## src/design/toy_language_tokenizer_top_assert.svh

```systemverilog
// ----------------------------------------------------------------------------
// Assertion macros for the toy language tokenizer
// Concurrent checks that compile to nothing when SYNTHESIS is defined.
// ----------------------------------------------------------------------------
`ifndef TOY_LANGUAGE_TOKENIZER_TOP_ASSERT_SVH
`define TOY_LANGUAGE_TOKENIZER_TOP_ASSERT_SVH

`ifndef SYNTHESIS

`define TLT_ASSERT_ALWAYS(label, clk, rst, expr) \
   label: assert property (@(posedge clk) disable iff (rst) (expr)) \
      else $error("tokenizer check failed");

`define TLT_ASSERT_IMPLY(label, clk, rst, ante, cons) \
   label: assert property (@(posedge clk) disable iff (rst) (ante) |-> (cons)) \
      else $error("tokenizer check failed");

`define TLT_ASSERT_NEXT(label, clk, rst, ante, cons) \
   label: assert property (@(posedge clk) disable iff (rst) (ante) |=> (cons)) \
      else $error("tokenizer check failed");

`else

`define TLT_ASSERT_ALWAYS(label, clk, rst, expr)
`define TLT_ASSERT_IMPLY(label, clk, rst, ante, cons)
`define TLT_ASSERT_NEXT(label, clk, rst, ante, cons)

`endif

`endif

```

## src/design/tlt_pkg.sv

```systemverilog
// ----------------------------------------------------------------------------
// Tokenizer package
// Types, token kinds, character codes and keyword tables shared by the design.
// ----------------------------------------------------------------------------
`default_nettype none

package tlt_pkg;

   localparam int OFFSET_BITS   = 16;
   localparam int KEYWORD_CHARS = 6;
   localparam int KW_COUNT      = 8;
   localparam int KW_MAX_LEN    = 6;
   localparam int SINGLE_COUNT  = 12;
   localparam int QUEUE_DEPTH   = 4;
   localparam int QPTR_BITS     = $clog2(QUEUE_DEPTH);
   localparam int QCNT_BITS     = $clog2(QUEUE_DEPTH + 1);

   localparam logic [15:0] LEN_MAX = 16'hFFFF;

   localparam logic [4:0] KIND_IDENT   = 5'd0;
   localparam logic [4:0] KIND_NUMBER  = 5'd1;
   localparam logic [4:0] KIND_KW0     = 5'd2;
   localparam logic [4:0] KIND_EQ      = 5'd10;
   localparam logic [4:0] KIND_NE      = 5'd11;
   localparam logic [4:0] KIND_GE      = 5'd12;
   localparam logic [4:0] KIND_GT      = 5'd13;
   localparam logic [4:0] KIND_LE      = 5'd14;
   localparam logic [4:0] KIND_LT      = 5'd15;
   localparam logic [4:0] KIND_SINGLE0 = 5'd16;
   localparam logic [4:0] KIND_ASSIGN  = 5'd21;
   localparam logic [4:0] KIND_END     = 5'd28;
   localparam logic [4:0] KIND_UNKNOWN = 5'd29;

   localparam logic [7:0] CHAR_NUL  = 8'h00;
   localparam logic [7:0] CHAR_BANG = 8'h21;
   localparam logic [7:0] CHAR_LT   = 8'h3C;
   localparam logic [7:0] CHAR_EQ   = 8'h3D;
   localparam logic [7:0] CHAR_GT   = 8'h3E;

   localparam logic [7:0] KW_TEXT [KW_COUNT][KW_MAX_LEN] = '{
      '{"f", "n", 8'h00, 8'h00, 8'h00, 8'h00},
      '{"i", "n", "t", 8'h00, 8'h00, 8'h00},
      '{"v", "o", "i", "d", 8'h00, 8'h00},
      '{"p", "r", "i", "n", "t", 8'h00},
      '{"i", "f", 8'h00, 8'h00, 8'h00, 8'h00},
      '{"e", "l", "s", "e", 8'h00, 8'h00},
      '{"w", "h", "i", "l", "e", 8'h00},
      '{"r", "e", "t", "u", "r", "n"}
   };

   localparam logic [2:0] KW_LEN [KW_COUNT] = '{
      3'd2, 3'd3, 3'd4, 3'd5, 3'd2, 3'd4, 3'd5, 3'd6
   };

   localparam logic [7:0] SINGLE_CHARS [SINGLE_COUNT] = '{
      "{", "}", "(", ")", ";", "=", ":", ",", "+", "-", "*", "/"
   };

   typedef struct packed {
      logic [4:0]  kind;
      logic [15:0] start;
      logic [15:0] length;
      logic [7:0]  odd;
      logic        last;
   } token_type;

   typedef struct packed {
      logic [1:0] count;
      token_type  first;
      token_type  second;
   } scan_out_type;

   function automatic logic [15:0] start_field(input logic [OFFSET_BITS-1:0] offset);
      logic [31:0] wide;
      wide = 32'(offset);
      return wide[15:0];
   endfunction

endpackage

`default_nettype wire

```

## src/design/tlt_if.sv

```systemverilog
// ----------------------------------------------------------------------------
// Tokenizer channel interfaces
// Valid/ready channels for source bytes and for tokens.
// ----------------------------------------------------------------------------
`default_nettype none

interface tlt_req_if;
   logic       valid;
   logic       ready;
   logic [7:0] char_byte;
   logic       end_of_input;

   modport source (output valid, output char_byte, output end_of_input, input ready);
   modport sink (input valid, input char_byte, input end_of_input, output ready);
endinterface

interface tlt_rsp_if;
   logic        valid;
   logic        ready;
   logic [4:0]  token_kind;
   logic [15:0] token_start;
   logic [15:0] token_length;
   logic [7:0]  odd_byte;
   logic        last_of_run;

   modport source (output valid, output token_kind, output token_start, output token_length,
                   output odd_byte, output last_of_run, input ready);
   modport sink (input valid, input token_kind, input token_start, input token_length,
                 input odd_byte, input last_of_run, output ready);
endinterface

`default_nettype wire

```

## src/design/tlt_scan.sv

```systemverilog
// ----------------------------------------------------------------------------
// Tokenizer scanner
// Holds the scan state and turns one byte into up to two tokens per step.
// ----------------------------------------------------------------------------
`default_nettype none

`include "toy_language_tokenizer_top_assert.svh"

module tlt_scan (
   input  wire logic                   clock,
   input  wire logic                   reset,
   input  wire logic                   step,
   input  wire logic [7:0]             char_byte,
   input  wire logic                   end_of_input,
   output      tlt_pkg::scan_out_type  scan_out
);

   localparam logic [2:0] MODE_IDLE = 3'd0;
   localparam logic [2:0] MODE_WORD = 3'd1;
   localparam logic [2:0] MODE_NUM  = 3'd2;
   localparam logic [2:0] MODE_OP   = 3'd3;

   logic [2:0]                       mode_ff, mode_in;
   logic [7:0]                       prefix_ff [tlt_pkg::KEYWORD_CHARS];
   logic [7:0]                       prefix_in [tlt_pkg::KEYWORD_CHARS];
   logic [15:0]                      run_length_ff, run_length_in;
   logic [tlt_pkg::OFFSET_BITS-1:0]  run_start_ff, run_start_in;
   logic [tlt_pkg::OFFSET_BITS-1:0]  byte_offset_ff, byte_offset_in;
   logic [7:0]                       held_ff, held_in;

   logic                 ending, is_space, is_alpha, is_digit, is_opc;
   logic                 single_hit, kw_same;
   logic [4:0]           single_kind, word_kind, pair_kind;
   logic                 flush_valid, extra_valid, do_flush;
   tlt_pkg::token_type   flush_tok, extra_tok;
   logic [15:0]          grown;

   always_comb begin
      ending   = end_of_input || (char_byte == tlt_pkg::CHAR_NUL);
      is_space = (char_byte == 8'd32) || (char_byte >= 8'd9 && char_byte <= 8'd13);
      is_alpha = (char_byte >= 8'd65 && char_byte <= 8'd90) ||
                 (char_byte >= 8'd97 && char_byte <= 8'd122);
      is_digit = char_byte >= 8'd48 && char_byte <= 8'd57;
      is_opc   = (char_byte == tlt_pkg::CHAR_EQ) || (char_byte == tlt_pkg::CHAR_BANG) ||
                 (char_byte == tlt_pkg::CHAR_GT) || (char_byte == tlt_pkg::CHAR_LT);
      grown    = (run_length_ff == tlt_pkg::LEN_MAX) ? run_length_ff : run_length_ff + 16'd1;

      single_hit  = 1'b0;
      single_kind = tlt_pkg::KIND_UNKNOWN;
      for (int i = 0; i < tlt_pkg::SINGLE_COUNT; i++) begin
         if (char_byte == tlt_pkg::SINGLE_CHARS[i]) begin
            single_hit  = 1'b1;
            single_kind = tlt_pkg::KIND_SINGLE0 + 5'(i);
         end
      end

      // The last keyword checked is the first in the list, so it wins a tie.
      word_kind = tlt_pkg::KIND_IDENT;
      for (int k = tlt_pkg::KW_COUNT - 1; k >= 0; k--) begin
         kw_same = run_length_ff == 16'(tlt_pkg::KW_LEN[k]);
         for (int i = 0; i < tlt_pkg::KW_MAX_LEN; i++) begin
            if ((3'(i) < tlt_pkg::KW_LEN[k]) && (prefix_ff[i] != tlt_pkg::KW_TEXT[k][i])) begin
               kw_same = 1'b0;
            end
         end
         if (kw_same) begin
            word_kind = tlt_pkg::KIND_KW0 + 5'(k);
         end
      end

      priority if (held_ff == tlt_pkg::CHAR_EQ) begin
         pair_kind = tlt_pkg::KIND_EQ;
      end else if (held_ff == tlt_pkg::CHAR_BANG) begin
         pair_kind = tlt_pkg::KIND_NE;
      end else if (held_ff == tlt_pkg::CHAR_GT) begin
         pair_kind = tlt_pkg::KIND_GE;
      end else begin
         pair_kind = tlt_pkg::KIND_LE;
      end

      flush_valid     = mode_ff != MODE_IDLE;
      flush_tok.start = tlt_pkg::start_field(run_start_ff);
      flush_tok.last  = 1'b0;
      flush_tok.odd   = 8'd0;
      flush_tok.length = 16'd1;
      flush_tok.kind  = tlt_pkg::KIND_UNKNOWN;
      unique case (mode_ff)
         MODE_WORD: begin
            flush_tok.kind   = word_kind;
            flush_tok.length = run_length_ff;
         end
         MODE_NUM: begin
            flush_tok.kind   = tlt_pkg::KIND_NUMBER;
            flush_tok.length = run_length_ff;
         end
         MODE_OP: begin
            priority if (held_ff == tlt_pkg::CHAR_EQ) begin
               flush_tok.kind = tlt_pkg::KIND_ASSIGN;
            end else if (held_ff == tlt_pkg::CHAR_GT) begin
               flush_tok.kind = tlt_pkg::KIND_GT;
            end else if (held_ff == tlt_pkg::CHAR_LT) begin
               flush_tok.kind = tlt_pkg::KIND_LT;
            end else begin
               flush_tok.odd = held_ff;
            end
         end
         default: begin
            flush_valid = 1'b0;
         end
      endcase

      mode_in        = mode_ff;
      prefix_in      = prefix_ff;
      run_length_in  = run_length_ff;
      run_start_in   = run_start_ff;
      held_in        = held_ff;
      byte_offset_in = byte_offset_ff;
      do_flush       = 1'b0;
      extra_valid    = 1'b0;
      extra_tok.kind   = tlt_pkg::KIND_UNKNOWN;
      extra_tok.start  = tlt_pkg::start_field(byte_offset_ff);
      extra_tok.length = 16'd1;
      extra_tok.odd    = 8'd0;
      extra_tok.last   = 1'b0;

      if (ending) begin
         do_flush         = 1'b1;
         extra_valid      = 1'b1;
         extra_tok.kind   = tlt_pkg::KIND_END;
         extra_tok.length = 16'd0;
         mode_in          = MODE_IDLE;
         run_length_in    = 16'd0;
         run_start_in     = '0;
         held_in          = 8'd0;
         byte_offset_in   = '0;
         for (int i = 0; i < tlt_pkg::KEYWORD_CHARS; i++) begin
            prefix_in[i] = 8'd0;
         end
      end else begin
         byte_offset_in = byte_offset_ff + tlt_pkg::OFFSET_BITS'(1);
         if (mode_ff == MODE_WORD && (is_alpha || is_digit)) begin
            for (int i = 0; i < tlt_pkg::KEYWORD_CHARS; i++) begin
               if (run_length_ff == 16'(i)) begin
                  prefix_in[i] = char_byte;
               end
            end
            run_length_in = grown;
         end else if (mode_ff == MODE_NUM && is_digit) begin
            run_length_in = grown;
         end else if (mode_ff == MODE_OP && char_byte == tlt_pkg::CHAR_EQ) begin
            extra_valid      = 1'b1;
            extra_tok.kind   = pair_kind;
            extra_tok.start  = tlt_pkg::start_field(run_start_ff);
            extra_tok.length = 16'd2;
            mode_in          = MODE_IDLE;
            held_in          = 8'd0;
         end else begin
            do_flush = 1'b1;
            mode_in  = MODE_IDLE;
            held_in  = 8'd0;
            if (!is_space) begin
               run_start_in  = byte_offset_ff;
               run_length_in = 16'd1;
               if (is_alpha) begin
                  for (int i = 0; i < tlt_pkg::KEYWORD_CHARS; i++) begin
                     prefix_in[i] = 8'd0;
                  end
                  prefix_in[0] = char_byte;
                  mode_in      = MODE_WORD;
               end else if (is_digit) begin
                  mode_in = MODE_NUM;
               end else if (is_opc) begin
                  held_in = char_byte;
                  mode_in = MODE_OP;
               end else begin
                  extra_valid    = 1'b1;
                  extra_tok.kind = single_kind;
                  extra_tok.odd  = single_hit ? 8'd0 : char_byte;
               end
            end
         end
      end

      scan_out.first  = extra_tok;
      scan_out.second = extra_tok;
      scan_out.count  = 2'd0;
      if (do_flush && flush_valid) begin
         scan_out.first = flush_tok;
         if (extra_valid) begin
            scan_out.second.last = 1'b1;
            scan_out.count       = 2'd2;
         end else begin
            scan_out.first.last = 1'b1;
            scan_out.count      = 2'd1;
         end
      end else if (extra_valid) begin
         scan_out.first.last = 1'b1;
         scan_out.count      = 2'd1;
      end
      if (!step) begin
         scan_out.count = 2'd0;
      end
   end

   always_ff @(posedge clock) begin
      if (reset) begin
         mode_ff        <= MODE_IDLE;
         run_length_ff  <= 16'd0;
         run_start_ff   <= '0;
         byte_offset_ff <= '0;
         held_ff        <= 8'd0;
         for (int i = 0; i < tlt_pkg::KEYWORD_CHARS; i++) begin
            prefix_ff[i] <= 8'd0;
         end
      end else if (step) begin
         mode_ff        <= mode_in;
         run_length_ff  <= run_length_in;
         run_start_ff   <= run_start_in;
         byte_offset_ff <= byte_offset_in;
         held_ff        <= held_in;
         prefix_ff      <= prefix_in;
      end
   end

   `TLT_ASSERT_NEXT(a_end_restarts, clock, reset, step && ending,
      mode_ff == MODE_IDLE && byte_offset_ff == '0 && run_length_ff == 16'd0)
   `TLT_ASSERT_IMPLY(a_end_yields_token, clock, reset, step && ending,
      scan_out.count != 2'd0)
   `TLT_ASSERT_IMPLY(a_pair_marks_second, clock, reset, scan_out.count == 2'd2,
      !scan_out.first.last && scan_out.second.last)
   `TLT_ASSERT_IMPLY(a_op_holds_char, clock, reset, mode_ff == MODE_OP,
      held_ff == tlt_pkg::CHAR_EQ || held_ff == tlt_pkg::CHAR_BANG ||
      held_ff == tlt_pkg::CHAR_GT || held_ff == tlt_pkg::CHAR_LT)

endmodule

`default_nettype wire

```

## src/design/toy_language_tokenizer_top.sv

```systemverilog
// ----------------------------------------------------------------------------
// Toy language tokenizer
// Streams source bytes into tokens of kind, start offset and length.
// ----------------------------------------------------------------------------
// The tokenizer takes one source byte per cycle while the queue has room, and
// gives its tokens after the byte is registered: the byte waits in the input
// register, then the scanner writes the tokens into a four-entry result queue
// that drives the output channel. A byte that closes one token and is itself a
// token (or an end of input that flushes a pending token) gives two tokens; the
// queue hands out one token a cycle while the receiver is ready, so a stream of
// such bytes is held back by the queue, while any other stream keeps one byte per
// cycle. The scanner takes the byte from the input register only while the queue has room for two tokens.
`default_nettype none

`include "toy_language_tokenizer_top_assert.svh"

module toy_language_tokenizer_top (
   input wire logic   clock,
   input wire logic   reset,
   tlt_req_if.sink    req_ch,
   tlt_rsp_if.source  rsp_ch
);

   logic                          in_valid_ff, in_valid_in;
   logic [7:0]                    in_byte_ff;
   logic                          in_eoi_ff;
   logic                          scan_step, pop;
   logic [tlt_pkg::QCNT_BITS-1:0] count_ff, count_in, count_after_pop;
   logic [tlt_pkg::QPTR_BITS-1:0] head_ff, tail_ff;
   tlt_pkg::token_type            queue_ff [tlt_pkg::QUEUE_DEPTH];
   tlt_pkg::scan_out_type         scan_out;

   tlt_scan u_scan (
      .clock        (clock),
      .reset        (reset),
      .step         (scan_step),
      .char_byte    (in_byte_ff),
      .end_of_input (in_eoi_ff),
      .scan_out     (scan_out)
   );

   always_comb begin
      pop             = rsp_ch.valid && rsp_ch.ready;
      count_after_pop = count_ff - tlt_pkg::QCNT_BITS'(pop);
      scan_step       = in_valid_ff &&
                        (count_after_pop <= tlt_pkg::QCNT_BITS'(tlt_pkg::QUEUE_DEPTH - 2));
      req_ch.ready    = !in_valid_ff || scan_step;
      in_valid_in     = req_ch.valid || (in_valid_ff && !scan_step);
      count_in        = count_after_pop + tlt_pkg::QCNT_BITS'(scan_out.count);
   end

   assign rsp_ch.valid        = count_ff != '0;
   assign rsp_ch.token_kind   = queue_ff[head_ff].kind;
   assign rsp_ch.token_start  = queue_ff[head_ff].start;
   assign rsp_ch.token_length = queue_ff[head_ff].length;
   assign rsp_ch.odd_byte     = queue_ff[head_ff].odd;
   assign rsp_ch.last_of_run  = queue_ff[head_ff].last;

   always_ff @(posedge clock) begin
      if (reset) begin
         in_valid_ff <= 1'b0;
         count_ff    <= '0;
         head_ff     <= '0;
         tail_ff     <= '0;
      end else begin
         in_valid_ff <= in_valid_in;
         count_ff    <= count_in;
         if (pop) begin
            head_ff <= head_ff + tlt_pkg::QPTR_BITS'(1);
         end
         tail_ff <= tail_ff + tlt_pkg::QPTR_BITS'(scan_out.count);
      end
   end

   always_ff @(posedge clock) begin
      if (req_ch.valid && req_ch.ready) begin
         in_byte_ff <= req_ch.char_byte;
         in_eoi_ff  <= req_ch.end_of_input;
      end
      if (scan_out.count != 2'd0) begin
         queue_ff[tail_ff] <= scan_out.first;
      end
      if (scan_out.count == 2'd2) begin
         queue_ff[tail_ff + tlt_pkg::QPTR_BITS'(1)] <= scan_out.second;
      end
   end

   `TLT_ASSERT_ALWAYS(a_count_bound, clock, reset,
      count_ff <= tlt_pkg::QCNT_BITS'(tlt_pkg::QUEUE_DEPTH))
   `TLT_ASSERT_ALWAYS(a_ptr_match, clock, reset,
      (tail_ff - head_ff) == count_ff[tlt_pkg::QPTR_BITS-1:0])
   `TLT_ASSERT_IMPLY(a_step_has_room, clock, reset, scan_step,
      count_in <= tlt_pkg::QCNT_BITS'(tlt_pkg::QUEUE_DEPTH))

endmodule

`default_nettype wire

```

## src/flat_wrapper.sv

```systemverilog
// flat-port wrapper written by rule: the top's interface ports become plain ports
module toy_language_tokenizer_top_flat 
  (clock, reset, req_ch_valid, req_ch_char_byte, req_ch_end_of_input, req_ch_ready, rsp_ch_valid, rsp_ch_token_kind, rsp_ch_token_start, rsp_ch_token_length, rsp_ch_odd_byte, rsp_ch_last_of_run, rsp_ch_ready);
  tlt_req_if req_ch_i ();
  tlt_rsp_if rsp_ch_i ();
  input wire logic clock;
  input wire logic reset;
  input wire logic [$bits(req_ch_i.valid)-1:0] req_ch_valid;
  input wire logic [$bits(req_ch_i.char_byte)-1:0] req_ch_char_byte;
  input wire logic [$bits(req_ch_i.end_of_input)-1:0] req_ch_end_of_input;
  output wire logic [$bits(req_ch_i.ready)-1:0] req_ch_ready;
  output wire logic [$bits(rsp_ch_i.valid)-1:0] rsp_ch_valid;
  output wire logic [$bits(rsp_ch_i.token_kind)-1:0] rsp_ch_token_kind;
  output wire logic [$bits(rsp_ch_i.token_start)-1:0] rsp_ch_token_start;
  output wire logic [$bits(rsp_ch_i.token_length)-1:0] rsp_ch_token_length;
  output wire logic [$bits(rsp_ch_i.odd_byte)-1:0] rsp_ch_odd_byte;
  output wire logic [$bits(rsp_ch_i.last_of_run)-1:0] rsp_ch_last_of_run;
  input wire logic [$bits(rsp_ch_i.ready)-1:0] rsp_ch_ready;
  assign req_ch_i.valid = req_ch_valid;
  assign req_ch_i.char_byte = req_ch_char_byte;
  assign req_ch_i.end_of_input = req_ch_end_of_input;
  assign req_ch_ready = req_ch_i.ready;
  assign rsp_ch_valid = rsp_ch_i.valid;
  assign rsp_ch_token_kind = rsp_ch_i.token_kind;
  assign rsp_ch_token_start = rsp_ch_i.token_start;
  assign rsp_ch_token_length = rsp_ch_i.token_length;
  assign rsp_ch_odd_byte = rsp_ch_i.odd_byte;
  assign rsp_ch_last_of_run = rsp_ch_i.last_of_run;
  assign rsp_ch_i.ready = rsp_ch_ready;
  toy_language_tokenizer_top u_core (.clock(clock), .reset(reset), .req_ch(req_ch_i), .rsp_ch(rsp_ch_i));
endmodule
```

## config.mk

```make
export PLATFORM = sky130hd
export DESIGN_NAME = toy_language_tokenizer_top_flat
export DESIGN_NICKNAME = d
export VERILOG_FILES = /design/src/design/tlt_pkg.sv /design/src/design/tlt_if.sv /design/src/design/tlt_scan.sv /design/src/design/toy_language_tokenizer_top.sv /design/src/flat_wrapper.sv
export VERILOG_INCLUDE_DIRS = /design/src /design/src/design
export SDC_FILE = /design/constraint.sdc
export NUM_CORES = 1
export LEC_CHECK = 0
export CELL_PAD_IN_SITES_DETAIL_PLACEMENT = 1
export CELL_PAD_IN_SITES_GLOBAL_PLACEMENT = 2
export CORE_UTILIZATION = 39
export CTS_CLUSTER_SIZE = 40
export DETAILED_ROUTE_END_ITERATION = 16
export DONT_BUFFER_PORTS = 1
export HOLD_SLACK_MARGIN = 0.05
export PLACE_DENSITY = 0.78
export SLEW_MARGIN = 20
export SYNTH_ARGS = -nofsm -noshare
export SYNTH_HDL_FRONTEND = slang
export SYNTH_SLANG_ARGS = --single-unit
```

## constraint.sdc

```tcl
create_clock -name clock -period 4.6 [get_ports clock]
set_input_delay 0.69 -clock clock [delete_from_list [all_inputs] [get_ports clock]]
set_output_delay 0.69 -clock clock [all_outputs]
set_load 0.005 [all_outputs]
```

==> summary.txt <==
drt via density: 6.059
Synth Net Count: 1323
Hold Crit Endpoint: u_core.u_scan.prefix_ff[21]
RSZ-0062 raised after global routing: no
clk buf depth: 3
DRC: 0
critical path arrival: 4540 ps
Cell Area, Synth: 0.01485 sq mm
Placer Congestion: 0.8715
Peak VDD IR: 0.2504 mV
Hold Path Cell Cnt: 1
Tcrit/Tclk final: 92.21%
final worst setup slack: 358.6 ps
FF-to-FF Start: u_core.in_byte_ff[6]
R2R cell count: 13
Seq/Total Area, Yosys: 50.88%
vias in the first global route: 11.19k
CTS root buf: clkbuf_16
final setup vio count: 0
worst hold start: reset
clk_skew: 21.17 ps
Clock Pin Slew Worst Setup and Hold Paths: 60 ps
pin slew with the least headroom to its limit: 1130 ps
total gr overflow: 0
status: finished clean
first-pass GRT wire length: 67480 um
initial core utilization: 39.53%
reg2reg setup slack: 360 ps
crit path max fanout: 16
Post-synth EDFFs: 137
Synth cell types: 82
DR pass1 iterations: 5
fin crit period: 4241 ps
RR Endpoint: u_core.queue_ff[1][37]
core footprint: 0.03758 sq mm
final wirelength: 43410 um
critical path's largest stage delay: 610 ps
pre-CTS setup slack: 407.5 ps
htree depth: 2
Final Max Tran Viols: 0
Worst setup EP type: flop
Die Wd: 197.2 um
Startpoint Class: flop
I/O pin total: 61
Power Dens Cells: 446.1 mW/mm^2
IO Port Bufs: 0
Critical-path top delay cell: edfxtp_1
postcts setup bufs: 0
Layout area overhead: 10.73%
clk_lat worst skew: 550 ps
crit-path cells: nor4bb_1, buf_4, a31oi_1, a21oi_2, o22a_4, inv_2, ha_1, nor2_1, nor3_1, buf_4, nor2_1, o21ai_2, a32o_1
drt wl/cell: 24.13 um
initial antenna violation count: 0
Final Hold Viols: 0
CTS Sinks: 309
DR vias: 10.90k
CTS tree: done
cts repair resizes: 0
row cnt: 71
Req. time, crit path: 4900 ps
Post-DRT Antenna Nets: 0
Max Clock Freq: 235.8 MHz
number of max-cap violations: 0
Final HPWL DP: 28590 um
Cells after Synth: 1295
TritonCTS buffer count: 36
initial detailed-routing violation count: 859
gr usage total: 22.58%
diodes inserted: 0
Rel. slew slack: 24.66%
Hold Buf Count CTS: 0
leakage dissipation: 5.560 nW
chip height: 197.2 um
worst hold path class: primary input to flop
crit path kind: flop to flop
Post-synth top flop: dfxtp_1
#FFs+latches synth: 309
ys async rst share: 0%
die area: 0.03887 sq mm
largest net degree at the start of global routing: 83
Post-layout nets: 1290
proportion of layout cells with a drive suffix above 1: 14.60%
Warnings, synthesis: 0
setup tns final: 0 ps
Avg Cell Area, Syn: 11.47 sq um
[power breakdown]
part | switching (mW) | total, mW | internal, mW
registers | 0.201 | 3.24 | 3.04
clock network | 1.13 | 2.77 | 1.64
logic | 0.794 | 1.32 | 0.526
total | 2.13 | 7.34 | 5.21
[synth_stat cells, types with 21 or more instances]
cell type  instances  area share [%]
nand2_1           69             1.7
a32o_1            88             5.9
clkbuf_1          65             1.6
nor2_1           101             2.6
inv_1             21            0.53
nand4_1           25             1.1
dfxtp_1          172              23
a21oi_1           56             1.9
edfxtp_1         137              28
mux4_2            46             7.0
nand3_1           53             1.8
mux2i_1           37             2.5
a22o_1            65             3.8
[metrics by stage]
stage / instance area (sq um) / cells / util (%) / power (mW) / hold slack [ps]
after global placement: 15280 / 1734 / 40.67 / 4.572 / 447.8
after CTS: 16430 / 1798 / 43.72 / 7.393 / 202.1
after global routing: 16450 / 1799 / 43.77 / 7.616 / 221.5
after detailed placement: 15280 / 1734 / 40.67 / 4.602 / 457.8
final: 16450 / 1799 / 43.77 / 7.336 / 245.7
after floorplan: 14850 / 1295 / - / 4.167 / 435.6
[critical path: cells and delay by family (launching register included)]
family,cells,cell delay [ps]
buf+inv,3,510
compound gates,5,1390
fa+ha+maj,1,330
flops,1,610
simple gates,4,1160
[sequential cells by signal, summed over array words and instances (netlist names), named ones only]
| name | count |
|---|---|
| u_core.queue_ff | 184 |
| u_core.u_scan.prefix_ff | 48 |
| u_core.u_scan.byte_offset_ff | 16 |
| u_core.u_scan.run_length_ff | 16 |
| u_core.u_scan.run_start_ff | 16 |
| u_core.in_byte_ff | 8 |
| u_core.u_scan.held_ff | 8 |
| u_core.count_ff | 3 |
| u_core.head_ff | 2 |
| u_core.tail_ff | 2 |
| u_core.u_scan.mode_ff | 2 |
| u_core.in_eoi_ff | 1 |
| u_core.in_valid_ff | 1 |
[final cells by class]
cell class              count  area (sq um)
clock inverters            10         91.34
multi-input cells         855          6694
repair buffers             38         322.8
fillers                  3967         21130
clock buffers              54          1052
flip-flops and latches    309          7565
inverters                  22         82.58
well taps                 511         639.4
[layer usage]
layer	up-vias	routed length, um	track usage [%]
li1	4945	-	-
met1	5568	19110	29.90
met2	300	20580	37.05
met3	88	2203	3.124
met4	0	1506	9.475
met5	-	0	0
[kinds of logic (layout without fill, tap and decap cells)]
kind of cell,after synthesis,after routing,synth area share (%)
simple gates,429,429,16.11
mux,83,83,9.468
buf+inv,131,124,4.052
compound gates,297,297,16.29
fa+ha+maj,15,15,1.314
xor+xnor,31,31,1.879
flops,309,309,50.88
[layout by cell type, fill, tap and decap left out, types with 13 or more instances in the layout]
cell type / instances
and2_1: 19
edfxtp_1: 137
clkbuf_16: 36
mux2i_1: 37
nand4_1: 25
inv_1: 21
xor2_1: 20
dfxtp_1: 170
a32o_1: 88
or3_1: 16
mux4_2: 46
buf_4: 35
nor2_1: 101
ha_1: 14
nand2_1: 69
nor2b_1: 16
nand3_1: 53
o22ai_1: 20
o21ai_0: 13
nor3_1: 18
a21oi_1: 56
a22o_1: 65
[how the worst max path moves through the flow]
stage / slack (ps) / start / endpoint / cells past startpoint
floorplan: 170 / u_core.in_byte_ff[2] / u_core.queue_ff[1][0] / 14
CTS: 380 / u_core.in_byte_ff[6] / u_core.queue_ff[0][25] / 12
finish: 360 / u_core.in_byte_ff[6] / u_core.queue_ff[1][37] / 13
detailed placement: 410 / u_core.in_byte_ff[6] / u_core.queue_ff[1][37] / 13
global placement: 610 / u_core.in_byte_ff[2] / u_core.queue_ff[0][39] / 11
global route: 20 / u_core.in_byte_ff[6] / u_core.queue_ff[0][25] / 12
Power figures use the tool's default switching activity.
